`config.mk`:
```
export PLATFORM = sky130hd
export DESIGN_NAME = seven_segment_scan_with_blink_core
export DESIGN_NICKNAME = d
export VERILOG_FILES = /design/src/rtl/core/ssb_pkg.sv /design/src/rtl/core/seven_segment_scan_with_blink_core.sv
export VERILOG_INCLUDE_DIRS = /design/src /design/src/rtl/core
export SDC_FILE = /design/constraint.sdc
export NUM_CORES = 1
export LEC_CHECK = 0
export ABC_CLOCK_PERIOD_IN_PS = 4260
export BUFFER_PORTS_ARGS = -buffer_cell sky130_fd_sc_hd__buf_2
export CAP_MARGIN = 10
export CORE_ASPECT_RATIO = 1.75
export CORE_MARGIN = 5
export CORE_UTILIZATION = 61
export DETAILED_ROUTE_END_ITERATION = 10
export PLACE_DENSITY = 0.8
export SLEW_MARGIN = 5
export SYNTH_ARGS = -nofsm -noshare
export SYNTH_HDL_FRONTEND = slang
export SYNTH_SLANG_ARGS = --single-unit
```
`constraint.sdc`:
```
create_clock -name clk -period 4.26 [get_ports clk]
set_input_delay 0.426 -clock clk [delete_from_list [all_inputs] [get_ports clk]]
set_output_delay 0.426 -clock clk [all_outputs]
set_load 0.02 [all_outputs]
```
`src/rtl/core/seven_segment_scan_with_blink_core_defines.svh`:
```
// ----------------------------------------------------------------------------
// Seven-segment scanner assertion macros
// Shared concurrent assertion forms, clocked on clk, disabled in reset.
// ----------------------------------------------------------------------------
`ifndef SEVEN_SEGMENT_SCAN_WITH_BLINK_CORE_DEFINES_SVH
`define SEVEN_SEGMENT_SCAN_WITH_BLINK_CORE_DEFINES_SVH

// antecedent implies consequent in the same cycle
`define SSB_ASSERT_IMPLY(label, ante, cons, msg) \
	label: assert property (@(posedge clk) disable iff (!arst_n) (ante) |-> (cons)) \
		else $error(msg);

// antecedent implies consequent in the next cycle
`define SSB_ASSERT_NEXT(label, ante, cons, msg) \
	label: assert property (@(posedge clk) disable iff (!arst_n) (ante) |=> (cons)) \
		else $error(msg);

`endif

```
`src/rtl/core/ssb_pkg.sv`:
```
// ----------------------------------------------------------------------------
// ssb_pkg
// Types, constants and the segment decode table of the seven-segment scanner.
// ----------------------------------------------------------------------------
package ssb_pkg;

	localparam logic [1:0] CFG_BLINK_ENABLE = 2'd0;
	localparam logic [1:0] CFG_BLINK_ON     = 2'd1;
	localparam logic [1:0] CFG_BLINK_OFF    = 2'd2;

	localparam logic       KIND_WRITE = 1'b0;
	localparam logic       KIND_TICK  = 1'b1;

	localparam logic [7:0]  DP_MASK        = 8'hfb;
	localparam logic [7:0]  BLANK_PATTERN  = 8'hff;
	localparam logic [7:0]  CHAR_DOT       = 8'h2e;
	localparam logic [7:0]  CHAR_NUL       = 8'h00;
	localparam logic [15:0] BLINK_RESET    = 16'd160;

	typedef logic [7:0] seg_t;

	// board-specific active-low segment table; unknown codes are blank
	function automatic seg_t decode_char(input logic [7:0] c);
		seg_t p;
		case (c)
			8'h30: p = 8'd5;
			8'h31: p = 8'd125;
			8'h32: p = 8'd70;
			8'h33: p = 8'd84;
			8'h34: p = 8'd60;
			8'h35: p = 8'd148;
			8'h36: p = 8'd132;
			8'h37: p = 8'd93;
			8'h38: p = 8'd4;
			8'h39: p = 8'd20;
			8'h53: p = 8'd148;
			8'h41: p = 8'd12;
			8'h50: p = 8'd14;
			8'h4c: p = 8'd167;
			8'h44: p = 8'd100;
			8'h4e: p = 8'd236;
			8'h48: p = 8'd44;
			8'h55: p = 8'd37;
			8'h4d: p = 8'd204;
			8'h49: p = 8'd175;
			8'h54: p = 8'd166;
			8'h45: p = 8'd134;
			8'h52: p = 8'd238;
			8'h4f: p = 8'd228;
			8'h46: p = 8'd142;
			8'h43: p = 8'd135;
			8'h2d: p = 8'd254;
			8'h27: p = 8'd127;
			8'h22: p = 8'd63;
			default: p = BLANK_PATTERN;
		endcase
		return p;
	endfunction

endpackage

```
`src/rtl/core/seven_segment_scan_with_blink_core.sv`:
```
// ----------------------------------------------------------------------------
// seven_segment_scan_with_blink_core
// Multiplexed seven-segment scanner with a text store and a blink timer.
// ----------------------------------------------------------------------------
// A tick's result passes the input register, then the output register.
// Throughput: one transaction per cycle unless a tick waits on a stalled output;
// writes and ticks both pass the input register, and a tick's store read, decode and counter update are combinational.
// Reset: arst_n clears the text store, scan position and blink timer, and
// returns the config registers to their defaults.
`include "seven_segment_scan_with_blink_core_defines.svh"

module seven_segment_scan_with_blink_core #(
	parameter int TEXT_SLOTS  = 9,
	parameter int DIGIT_COUNT = 4
) (
	input  logic        clk,
	input  logic        arst_n,
	input  logic        cfg_wen,
	input  logic [1:0]  cfg_index,
	input  logic [15:0] cfg_data,
	input  logic        s_tvalid,
	output logic        s_tready,
	input  logic [15:0] s_tdata,  // [3:0] slot, [11:4] char_code, [15:12] zero
	input  logic        s_tuser,  // [0] kind
	output logic        m_tvalid,
	input  logic        m_tready,
	output logic [15:0] m_tdata   // [7:0] segment_pattern, [9:8] digit_select,
	                              // [10] digit_on, [15:11] zero
);

	localparam int IW = $clog2(TEXT_SLOTS);
	localparam int PW = IW + 2;
	localparam int DW = (DIGIT_COUNT > 1) ? $clog2(DIGIT_COUNT) : 1;

	logic [7:0]    store_q [TEXT_SLOTS];
	logic [IW-1:0] read_idx_q;
	logic [DW-1:0] digit_pos_q;
	logic [15:0]   blink_cnt_q;
	logic          blink_phase_q;
	logic          blink_en_q;
	logic [15:0]   blink_on_q;
	logic [15:0]   blink_off_q;

	logic          valid_s1;
	logic          kind_s1;
	logic [3:0]    slot_s1;
	logic [7:0]    char_s1;

	logic          out_valid_q;
	ssb_pkg::seg_t pattern_q;
	logic [1:0]    select_q;
	logic          digit_on_q;

	logic          s1_go;
	logic          is_tick;
	logic [15:0]   cnt_inc;
	logic [15:0]   cnt_next;
	logic          phase_next;
	logic          shown;
	logic [PW-1:0] pos0;
	logic [PW-1:0] pos1;
	logic [PW-1:0] pos_adv;
	logic [7:0]    ch;
	logic [7:0]    nx;
	logic [7:0]    at_adv;
	logic          dot;
	ssb_pkg::seg_t pattern;
	logic [DW:0]   dp_inc;
	logic [DW-1:0] dp_wrap;
	logic          restart;
	logic [DW+1:0] dp_ext;

	assign is_tick  = kind_s1 == ssb_pkg::KIND_TICK;
	assign s1_go    = valid_s1 && (!is_tick || !out_valid_q || m_tready);
	assign s_tready = !valid_s1 || s1_go;

	always_comb begin
		cnt_inc    = blink_cnt_q + 16'd1;
		cnt_next   = cnt_inc;
		phase_next = blink_phase_q;
		if (!blink_phase_q && cnt_inc > blink_on_q) begin
			cnt_next   = '0;
			phase_next = 1'b1;
		end else if (blink_phase_q && cnt_inc > blink_off_q) begin
			cnt_next   = '0;
			phase_next = 1'b0;
		end
		shown = !blink_en_q || !phase_next;

		pos0 = {2'b00, read_idx_q};
		pos1 = pos0 + PW'(1);
		ch   = store_q[read_idx_q];
		nx   = (pos1 < PW'(TEXT_SLOTS)) ? store_q[pos1[IW-1:0]] : ssb_pkg::CHAR_NUL;
		dot  = nx == ssb_pkg::CHAR_DOT;
		pattern = ssb_pkg::decode_char(ch) & (dot ? ssb_pkg::DP_MASK : ssb_pkg::BLANK_PATTERN);
		pos_adv = dot ? (pos1 + PW'(1)) : pos1;
		at_adv  = (pos_adv < PW'(TEXT_SLOTS)) ? store_q[pos_adv[IW-1:0]]
		                                      : ssb_pkg::CHAR_NUL;
		restart = (pos_adv >= PW'(TEXT_SLOTS)) || (at_adv == ssb_pkg::CHAR_NUL);

		dp_inc  = {1'b0, digit_pos_q} + (DW+1)'(1);
		dp_wrap = (dp_inc >= (DW+1)'(DIGIT_COUNT)) ? '0 : dp_inc[DW-1:0];
		dp_ext  = {2'b00, digit_pos_q};
	end

	always_ff @(posedge clk or negedge arst_n) begin
		if (!arst_n) begin
			blink_en_q  <= 1'b0;
			blink_on_q  <= ssb_pkg::BLINK_RESET;
			blink_off_q <= ssb_pkg::BLINK_RESET;
		end else if (cfg_wen) begin
			case (cfg_index)
				ssb_pkg::CFG_BLINK_ENABLE: blink_en_q  <= cfg_data[0];
				ssb_pkg::CFG_BLINK_ON:     blink_on_q  <= cfg_data;
				ssb_pkg::CFG_BLINK_OFF:    blink_off_q <= cfg_data;
				default: ;
			endcase
		end
	end

	always_ff @(posedge clk or negedge arst_n) begin
		if (!arst_n) begin
			valid_s1 <= 1'b0;
		end else if (s_tready) begin
			valid_s1 <= s_tvalid;
		end
	end

	always_ff @(posedge clk) begin
		if (s_tvalid && s_tready) begin
			kind_s1 <= s_tuser;
			slot_s1 <= s_tdata[3:0];
			char_s1 <= s_tdata[11:4];
		end
	end

	always_ff @(posedge clk or negedge arst_n) begin
		if (!arst_n) begin
			for (int i = 0; i < TEXT_SLOTS; i++) begin
				store_q[i] <= '0;
			end
			read_idx_q    <= '0;
			digit_pos_q   <= '0;
			blink_cnt_q   <= '0;
			blink_phase_q <= 1'b0;
		end else if (s1_go) begin
			if (!is_tick) begin
				if ({1'b0, slot_s1} < 5'(TEXT_SLOTS)) begin
					store_q[slot_s1[IW-1:0]] <= char_s1;
				end
			end else begin
				blink_cnt_q   <= cnt_next;
				blink_phase_q <= phase_next;
				if (shown && !restart) begin
					read_idx_q  <= pos_adv[IW-1:0];
					digit_pos_q <= dp_wrap;
				end else begin
					read_idx_q  <= '0;
					digit_pos_q <= '0;
				end
			end
		end
	end

	always_ff @(posedge clk or negedge arst_n) begin
		if (!arst_n) begin
			out_valid_q <= 1'b0;
		end else if (s1_go && is_tick) begin
			out_valid_q <= 1'b1;
		end else if (m_tready) begin
			out_valid_q <= 1'b0;
		end
	end

	always_ff @(posedge clk) begin
		if (s1_go && is_tick) begin
			pattern_q  <= shown ? pattern : ssb_pkg::BLANK_PATTERN;
			select_q   <= shown ? dp_ext[1:0] : 2'b00;
			digit_on_q <= shown;
		end
	end

	assign m_tvalid = out_valid_q;
	assign m_tdata  = {5'b00000, digit_on_q, select_q, pattern_q};

	`SSB_ASSERT_IMPLY(a_blank_when_off, out_valid_q && !digit_on_q,
		pattern_q == ssb_pkg::BLANK_PATTERN && select_q == 2'b00,
		"dark digit carries a non-blank result")
	`SSB_ASSERT_IMPLY(a_read_idx_range, 1'b1, {2'b00, read_idx_q} < PW'(TEXT_SLOTS),
		"read index beyond text store")
	`SSB_ASSERT_IMPLY(a_digit_range, 1'b1, {1'b0, digit_pos_q} < (DW+1)'(DIGIT_COUNT),
		"digit position beyond digit count")
	`SSB_ASSERT_NEXT(a_write_no_result,
		s1_go && !is_tick && out_valid_q && !m_tready, out_valid_q,
		"store write disturbed a pending result")

endmodule

```
## Yosys cells after proc, flatten, opt, wreduce, memory -nomap -nowiden

Memory sizes are Yosys's and may differ from the RTL's.
Cells that the tools add are included.

- Bits in registers: 154
- Latch bits: 0
- RAM bits: 0
- Memory bits (read-only): 896
- Input bits: 40
- Output and inout port bits: 18
- Word-level logic and storage cells: 103
- Memories: 1

- $add $sub $neg: 4
- $mul: 0
- Divide/modulo/power cells: 0
- $lt $le $gt $ge: 12
- Eq/ne operators: 3
- Shift operators: 0
- Mux-type cells: 26
- Bitwise operators: 6
- Reduce and logical (&&, ||, !) cells: 27

Memories:

| memory | words | width | rd ports | clocked after Yosys merged registers in | write ports | RTL line | text |
|---|---|---|---|---|---|---|---|
| (no name shown) | 128 | 7 | 1 | 0 | 0 | ssb_pkg.sv:25 | `case (c)` |

Operators by type and width:

| kind | count |
|---|---|
| binary-select mux 8 bit (select 4 bit) | 3 |
| two-way mux 8 bit | 10 |
| bitwise mux 72 bit | 1 |
| demux 8 bit (select 4 bit) | 1 |
| > comparator 16 bit | 2 |
| two-way mux 16 bit | 2 |
| greater-or-equal comparator 5 bit, second input constant | 4 |
| inverter 4 -> 5 bit | 4 |
| adder 16 x 1 -> 16 bit, second input constant | 1 |
| AND 8 bit | 1 |
| equality test 8 x 6 -> 1 bit, second input constant | 1 |
| logical NOT 8 bit | 1 |
| AND reduction 2 bit | 4 |
| logical AND 1 bit | 7 |
| logical NOT 1 bit | 7 |
| adder 5 x 1 -> 6 bit, second input constant | 1 |
| greater-or-equal comparator 6 x 4 -> 1 bit, second input constant | 1 |
| less-than comparator 6 x 4 -> 1 bit, second input constant | 1 |
| two-way mux 6 bit | 1 |
| adder 4 x 1 -> 5 bit, second input constant | 1 |
| logical OR 1 bit | 5 |
| less-than comparator 5 x 1 -> 1 bit, second input constant | 1 |
| less-than comparator 5 x 4 -> 1 bit, second input constant | 1 |
| less-than comparator 4 bit, second input constant | 1 |
| 12 further kinds | 16 |

## Longest topological paths before layout

Gate-level depths: netlist of the first run.

- Word-level depth: 18
- Depth in mapped cells: 18

## Worst setup path after synthesis of the first run

OpenSTA, ideal clock, no wires.

- Kind: reg-to-reg
- From: register blink_cnt_q[0]
- To: register pattern_q[1], data pin
- Library setup time: 290 ps
- Data arrival time: 3452 ps
- Slack: 518 ps
- Stages on the path, launching flop included: 17
- Path buffers: 0
- Period minus slack after synthesis: 3742 ps
- Cell sequence: dfrtp_1 -> and3_1 -> nand3_1 -> nor2_1 -> nand4_1 -> nor2_1 -> xor2_1 -> ha_1 -> a211o_1 -> a21oi_1 -> o21ai_0 -> a31o_2 -> a21oi_1 -> a211oi_1 -> o2bb2ai_1 -> a211oi_1 -> o21ai_0

- Word-level cells in the longest chain between the ends: 7
- Elaborated cells between the ends (all ways): 9
- Those cells by class: add/sub: 1; order compare: 2; mux: 2; reduce/logical: 4

RTL lines:

| what | RTL line | text |
|---|---|---|
| start: declaration | seven_segment_scan_with_blink_core.sv:38 | `logic [15:0] blink_cnt_q;` |
| start signal: assignment | seven_segment_scan_with_blink_core.sv:152 | `blink_cnt_q <= cnt_next;` |
| adder 16 x 1 -> 16 bit * | seven_segment_scan_with_blink_core.sv:78 | `cnt_inc = blink_cnt_q + 16'd1;` |
| > comparator 16 bit | seven_segment_scan_with_blink_core.sv:84 | `end else if (blink_phase_q && cnt_inc > blink_off_q) begin` |
| logical AND 1 bit | seven_segment_scan_with_blink_core.sv:84 |  |
| two-way mux 1 bit | seven_segment_scan_with_blink_core.sv:84 |  |
| two-way mux 1 bit * | seven_segment_scan_with_blink_core.sv:81 | `if (!blink_phase_q && cnt_inc > blink_on_q) begin` |
| logical NOT 1 bit * | seven_segment_scan_with_blink_core.sv:88 | `shown = !blink_en_q \|\| !phase_next;` |
| logical OR 1 bit * | seven_segment_scan_with_blink_core.sv:88 |  |
| end signal: assignment | seven_segment_scan_with_blink_core.sv:177 | `pattern_q <= shown ? pattern : ssb_pkg::BLANK_PATTERN;` |
| end: declaration | seven_segment_scan_with_blink_core.sv:50 | `ssb_pkg::seg_t pattern_q;` |

Every way passes the cells marked *; elsewhere a longest branch is shown, timed or not.
A chain may end at the register's enable or synchronous reset.

## Final worst setup path of the first run

- From: register read_idx_q[0]
- To: register digit_pos_q[1]

- Word-level cells in the longest chain between the ends: 18
- Elaborated cells between the ends (all ways): 22
- Those cells by class: add/sub: 2; order compare: 3; eq/ne: 1; mux: 10; bitwise: 2; reduce/logical: 4

RTL lines:

| what | RTL line | text |
|---|---|---|
| start: declaration | seven_segment_scan_with_blink_core.sv:36 | `logic [IW-1:0] read_idx_q;` |
| start signal: assignment | seven_segment_scan_with_blink_core.sv:155 | `read_idx_q <= pos_adv[IW-1:0];` |
| adder 4 x 1 -> 5 bit * | seven_segment_scan_with_blink_core.sv:91 | `pos1 = pos0 + PW'(1);` |
| inverter 4 -> 5 bit (implied by the code) | seven_segment_scan_with_blink_core.sv:93 | `nx = (pos1 < PW'(TEXT_SLOTS)) ? store_q[pos1[IW-1:0]] : ssb_pkg::CHAR_NUL;` |
| binary-select mux 8 bit (select 4 bit) | seven_segment_scan_with_blink_core.sv:93 |  |
| two-way mux 8 bit (implied by the code) (2 in a row) | seven_segment_scan_with_blink_core.sv:93 |  |
| two-way mux 8 bit | seven_segment_scan_with_blink_core.sv:93 |  |
| equality test 8 x 6 -> 1 bit | seven_segment_scan_with_blink_core.sv:94 | `dot = nx == ssb_pkg::CHAR_DOT;` |
| two-way mux 6 bit * | seven_segment_scan_with_blink_core.sv:96 | `pos_adv = dot ? (pos1 + PW'(1)) : pos1;` |
| inverter 4 -> 5 bit (implied by the code) | seven_segment_scan_with_blink_core.sv:97 | `at_adv = (pos_adv < PW'(TEXT_SLOTS)) ? store_q[pos_adv[IW-1:0]]` |
| binary-select mux 8 bit (select 4 bit) | seven_segment_scan_with_blink_core.sv:97 |  |
| two-way mux 8 bit (implied by the code) (2 in a row) | seven_segment_scan_with_blink_core.sv:97 |  |
| two-way mux 8 bit | seven_segment_scan_with_blink_core.sv:97 |  |
| logical NOT 8 bit | seven_segment_scan_with_blink_core.sv:99 | `restart = (pos_adv >= PW'(TEXT_SLOTS)) \|\| (at_adv == ssb_pkg::CHAR_NUL);` |
| logical OR 1 bit * | seven_segment_scan_with_blink_core.sv:99 |  |
| logical NOT 1 bit * | seven_segment_scan_with_blink_core.sv:154 | `if (shown && !restart) begin` |
| logical AND 1 bit * | seven_segment_scan_with_blink_core.sv:154 |  |
| two-way mux 2 bit * | seven_segment_scan_with_blink_core.sv:154 |  |
| end signal: assignment | seven_segment_scan_with_blink_core.sv:156 | `digit_pos_q <= dp_wrap;` |
| end: declaration | seven_segment_scan_with_blink_core.sv:37 | `logic [DW-1:0] digit_pos_q;` |

Every way passes the cells marked *; elsewhere a longest branch is shown, timed or not. The select of a mux whose other input is x is not followed.

==> flow_summary.toml, run 1 <==
[worst_setup_path]
r2r-end = "digit_pos_q[1]$_DFFE_PN0P_"
r2r_slack_ns = 0.03
cp_common_cell = "a22o_1"
slowest_delay_ns = 0.66
critical_path_class = "register to register"
cp-start-kind = "register"
critPathLaunch = "read_idx_q[0]$_DFFE_PN0P_"
cp_data_required_time_ns = 4.58
end_kind = "register"
r2r_cells = 11
path_cells = "inv_1, ha_1, nor4_1, a22o_1, nor4b_1, a31oi_1, nor3b_1, a221oi_1, nor4_4, and2_1, a22o_1"
cp_slowest_cell = "nor4b_1"
cp_max_fo = 5
reg2reg_from = "read_idx_q[0]$_DFFE_PN0P_"
arrival_ns = 4.54
crit_path_end = "digit_pos_q[1]$_DFFE_PN0P_"

[floorplan]
initial_core_util_pct = 62.44
die_area_mm2 = 0.01682
io_pins = 58
core-area_mm2 = 0.01391
chipWidth_um = 100.2
die_y_um = 167.8
row_count = 57

[synthesis]
ys_seq_elements = 154
synth-simple-area-share_pct = 12.38
synthAdderAreaFrac_pct = 6.196
ys_seq_area_share_pct = 45.82
yosysWarnings = 0
yosysTopAreaCellShare_pct = 36.31
synth_xor_area_share_pct = 2.219
synth-compound-area-share_pct = 10.91
synth_mux_area_share_pct = 18.80
synth_edf_count = 24
async_flop_share_pct = 84.42
ys_types = 64
ys_top_cells_by_count = "dfrtp_1 (126), mux2_2 (105), nand2_1 (66)"
synth_ff_type = "dfrtp_1"
yosysTopAreaCell = "dfrtp_1"
yosys-top-cells-area = "dfrtp_1 (36%), mux2_2 (14%), edfxtp_1 (8.3%)"
synth.most_common_cell = "dfrtp_1"
synth_top_family_by_area = "multiplexers"
postSynthAreaPerCell_um2 = 11.41
synth_cells = 761
netlist_area_mm2 = 0.008683

[finish]
syn2layout_area_growth_pct = 13.08
antennaDiodeCount = 0
seqCellArea_mm2 = 0.003979
nNetsFinal = 911
multiInputGateArea_mm2 = 0.004438
layout-drive-gt1-share_pct = 29.13
fillers = 977

[routing]
drtIter0Drc = 521
firstDrtPassIters = 7
vias_per_cell = 6.588
vias = 6707
wire_per_inst_um = 22.08
wl_um = 22480
postRouteAntennaNets = 0
drc = 0

[grt]
antenna_found_initial = 0
grt_util_all_layers_pct = 27.28
grt_first_pass_wirelength_um = 35590
grt-ovfl-total = 0
grt_max_degree = 60
grt_pass1_vias = 7197

[timing]
period_share_pct = 99.21
tightest_slew_ns = 0.8970
relSlewSlack_pct = 40.08
setup_violations = 0
hold_violations = 0
skew_ns = 0.007831
fmax_mhz = 236.6
slew_violations = 0
period_minus_slack_ns = 4.226
fin_ws_ns = 0.03365

[flow_run]
maxCapViolations = 0

[power_and_ir_drop]
leakagePower_nw = 4.397
max-vdd-ir-drop_v = 0.0003981
pwr_density_cell_mw_per_mm2 = 629.0
total_power_mw = 6.176

[clock_tree]
clock_sinks = 154
cts-root-buf = "clkbuf_16"
clk_pin_slew_ns = 0.06
hold_buffers = 0
clk_path_buf_depth = 2
clock_latency_ns = 0.43
cts_tree = "built"
htree_levels = 4
cts-buffers-inserted = 17

[place]
routabilityCongestion = 0.9580
dpl_worst_slack_ns = 0.02674
numPortBuffers = 48
place.detailed.hpwl_um = 16490

[outcome]
status = "complete, no violations"

[hold_path]
hold_class = "input port to async pin"
-- how the worst min path moves through the flow --
stage / startpoint / end / slack (ns) / cells past startpoint
after floorplan: arst_n / blink_cnt_q[0]$_DFFE_PN0P_ / 0.13 / 0
after CTS: arst_n / blink_on_q[0]$_DFFE_PN0P_ / 0.07 / 1
after global placement: blink_off_q[14]$_DFFE_PN0P_ / blink_off_q[14]$_DFFE_PN0P_ / 0.49 / 1
final: arst_n / blink_on_q[0]$_DFFE_PN0P_ / 0.05 / 1
after global routing: arst_n / blink_off_q[1]$_DFFE_PN0P_ / 0.11 / 1
after detailed placement: blink_off_q[6]$_DFFE_PN0P_ / blink_off_q[6]$_DFFE_PN0P_ / 0.49 / 1
-- stage by stage --
stage / setup TNS (ns) / util, % / hold slack [ns] / area (µm²) / cells
6_report: 0 / 70.61 / 0.04695 / 9819 / 1018
5_1_grt: -0.01421 / 70.61 / 0.1129 / 9819 / 1018
4_1_cts: 0 / 70.33 / 0.07361 / 9781 / 1017
3_5_place_dp: 0 / 65.99 / 0.4930 / 9178 / 985
3_3_place_gp: 0 / 65.99 / 0.4895 / 9178 / 985
2_1_floorplan: 0 / - / 0.1304 / 8698 / 765
-- repair_timing --
action / 4_1_cts / 5_1_grt
gates resized for setup: 1 / 5
pin swaps: 1 / 2
endpoints found under the setup margin: 1 / 32
setup buffers: 0 / 1
-- metal layers --
| layer | wire length [µm] | track usage (%) | vias to the layer above |
|---|---|---|---|
| met4 | 2101 | 24.05 | 0 |
| met2 | 12060 | 48.79 | 319 |
| met1 | 7298 | 26.10 | 3307 |
| li1 | - | - | 2944 |
| met3 | 1026 | 4.141 | 137 |
| met5 | 0 | 0 | - |
-- cell families after synthesis --
family	Yosys count
simple gates	203
compound gates	137
fa+ha+maj	43
buf+inv	71
xor+xnor	22
flops	154
mux	130
other cells	1
-- placed cells by master (no fill, tap or decap), types with 24 or more instances in the layout --
cell type	n
inv_1	43
a21oi_1	36
ha_1	43
buf_2	47
mux2_2	105
edfxtp_1	24
nand2_1	66
nor2_1	31
dfrtp_1	126
buf_4	24
-- flip-flops by register name, indices dropped and copies added, names as in the netlist, 4 cells and up --
name	flops
read_idx_q	4
store_q	72
pattern_q	8
blink_off_q	16
blink_on_q	16
char_s1	8
blink_cnt_q	16
slot_s1	4
-- worst max-delay path, delay by kind of cell (launching register included) --
kind	cells	cell delay, ns
buffers and inverters	1	0.28
AND/OR/NAND/NOR	5	1.75
adder cells (fa/ha/maj)	1	0.39
AO/OA/AOI/OAI	4	1.30
flip-flops	1	0.38
-- report_power, final --
part	internal [mW]	switching, mW	leakage (nW)
registers	1.80	0.282	1.85
logic	1.05	1.51	2.26
clock network	0.927	0.612	0.288
total	3.77	2.40	4.40
-- final cells by class --
class,count,share of cell area (%)
clock buffer,19,4.409
clock inverter,13,1.707
inverter,44,1.682
multi-input combinational,540,45.20
sequential,154,40.52
tap,177,2.255
timing repair buffer,71,4.230
No activity file was read; power rests on OpenSTA's default activity.
==> run 2: changes to the inputs <==
--- a/config.mk
+++ b/config.mk
@@ -13,7 +13,7 @@
 export CORE_MARGIN = 5
 export CORE_UTILIZATION = 61
 export DETAILED_ROUTE_END_ITERATION = 10
-export PLACE_DENSITY = 0.8
+export PLACE_DENSITY = 0.82
 export SLEW_MARGIN = 5
 export SYNTH_ARGS = -nofsm -noshare
 export SYNTH_HDL_FRONTEND = slang
==> flow_summary.toml, run 2 (synthesis results as in run 1) <==
[finish]
layout.cells.non_filler = 1012
largest-register = "store_q"
mostFrequentLayoutCells = "dfrtp_1 (126), mux2_2 (105), nand2_1 (66)"
nNetsFinal = 905
syn2layout_area_growth_pct = 13.34
antennaDiodeCount = 0
final_common_cell = "dfrtp_1"
layout-drive-gt1-share_pct = 28.86
largest_reg_flops = 72
finalInstanceArea_mm2 = 0.009842

[power_and_ir_drop]
pwr_density_cell_mw_per_mm2 = 639.2
leakagePower_nw = 4.390
max-vdd-ir-drop_v = 0.0003758

[routing]
vias_per_cell = 6.643
wl_um = 22830
vias = 6723
drtIter0Drc = 695
drc = 0
wire_per_inst_um = 22.56
firstDrtPassIters = 8
postRouteAntennaNets = 0

[worst_setup_path]
critical_path_class = "register to register"
cp_common_cell = "and3_1"
cp_max_fo = 7
crit_family = "simple AND/OR/NAND/NOR gates"
slowest_delay_ns = 0.40
critPathBufInv = 1
end_kind = "register"
cp_slowest_cell = "dfrtp_1"
cp_data_required_time_ns = 4.42
arrival_ns = 4.33
cp-start-kind = "register"
path_cells = "and3_1, nand3_1, nor2_2, nand4_1, nor2_4, and3_1, and3_1, xor2_2, ha_1, nand2_1, or3_1, nor3_1, a211oi_2, o2bb2ai_2, a211oi_2, buf_4, o21ai_0"

[clock_tree]
clk_path_buf_depth = 2
clk_pin_slew_ns = 0.06
cts_tree = "built"
htree_levels = 4
cts-root-buf = "clkbuf_16"
clock_latency_ns = 0.43
cts-buffers-inserted = 17
hold_buffers = 0
clock_sinks = 154

[outcome]
violations = "negative hold slack"
status = "finished with violations"

[floorplan]
core-area_mm2 = 0.01391
die_y_um = 167.8
row_count = 57
io_pins = 58
initial_core_util_pct = 62.44
die_area_mm2 = 0.01682
chipWidth_um = 100.2

[grt]
grt_max_degree = 84
antenna_found_initial = 0
grt_util_all_layers_pct = 27.66
grt_first_pass_wirelength_um = 36110
grt_pass1_vias = 7162
grt-ovfl-total = 0

[place]
place_area_mm2 = 0.009145
numPlacedInstances = 979
routabilityCongestion = 0.9480
dpl_worst_slack_ns = 0.05478
numPortBuffers = 48
place.detailed.hpwl_um = 16070

[timing]
skew_ns = 0.008302
fin_ws_ns = 0.09013
tightest_slew_ns = 1.019
period_share_pct = 97.88
setup_violations = 0
period_minus_slack_ns = 4.170
slew_violations = 0
hold_violations = 1
relSlewSlack_pct = 31.45
whs_ns = -0.0002396
fmax_mhz = 239.8

[flow_run]
maxCapViolations = 0

[hold_path]
hold_class = "input port to async pin"
run 2: final timing paths:
path	from	end	slack [ns]	cells after the start
max	blink_cnt_q[4]$_DFFE_PN0P_	pattern_q[1]$_SDFFCE_PP1P_	0.09	17
min	arst_n	blink_off_q[0]$_DFFE_PN0P_	-0.0002	1
max reg2reg	blink_cnt_q[4]$_DFFE_PN0P_	pattern_q[1]$_SDFFCE_PP1P_	0.09	17
min reg2reg	blink_off_q[10]$_DFFE_PN0P_	blink_off_q[10]$_DFFE_PN0P_	0.50	1
max in group asynchronous	arst_n	store_q[21]$_DFFE_PN0P_	3.40	2
min in group clk	s_tuser	is_tick$_DFFE_PP_	0.17	1
run 2: per-layer routing:
layer  global-route usage, %  wire (µm)  up-vias
met1                   27.38       7256     3292
met3                   5.135       1275      149
li1                        -          -     2931
met4                   21.17       1837        0
met2                   49.45      12460      351
met5                       0          0        -
run 2: timing repair:
item                                    in CTS  in global routing
endpoints found under the setup margin      10                 27
buffers inserted                             0                  1
pin swaps                                    0                  3
resized for setup                            2                  7
run 2: final cells by class:
class                   instances  area [µm²]
multi-input cells             540        4451
fillers                       946        4065
flip-flops and latches        154        3979
clock buffers                  21       450.4
repair buffers                 65       382.9
well taps                     177       221.5
clock inverters                11       192.7
inverters                      44       165.2
run 2: power breakdown:
part           total [mW]  switching [mW]  internal, mW
Sequential           2.09           0.289          1.80
Combinational        2.55            1.51          1.04
Clock                1.65           0.597          1.06
Total                6.29            2.40          3.89
run 2: metrics by stage:
step / power [mW] / utilization, % / TNS, ns / hold WS, ns
global route: 6.595 / 70.77 / -2.476 / 0.04560
floorplan: 3.834 / - / 0 / 0.1304
finish: 6.291 / 70.77 / 0 / -0.0002396
global placement: 4.440 / 65.76 / 0 / 0.4666
CTS: 6.215 / 70.45 / 0 / 0.02493
detailed placement: 4.543 / 65.76 / 0 / 0.4657
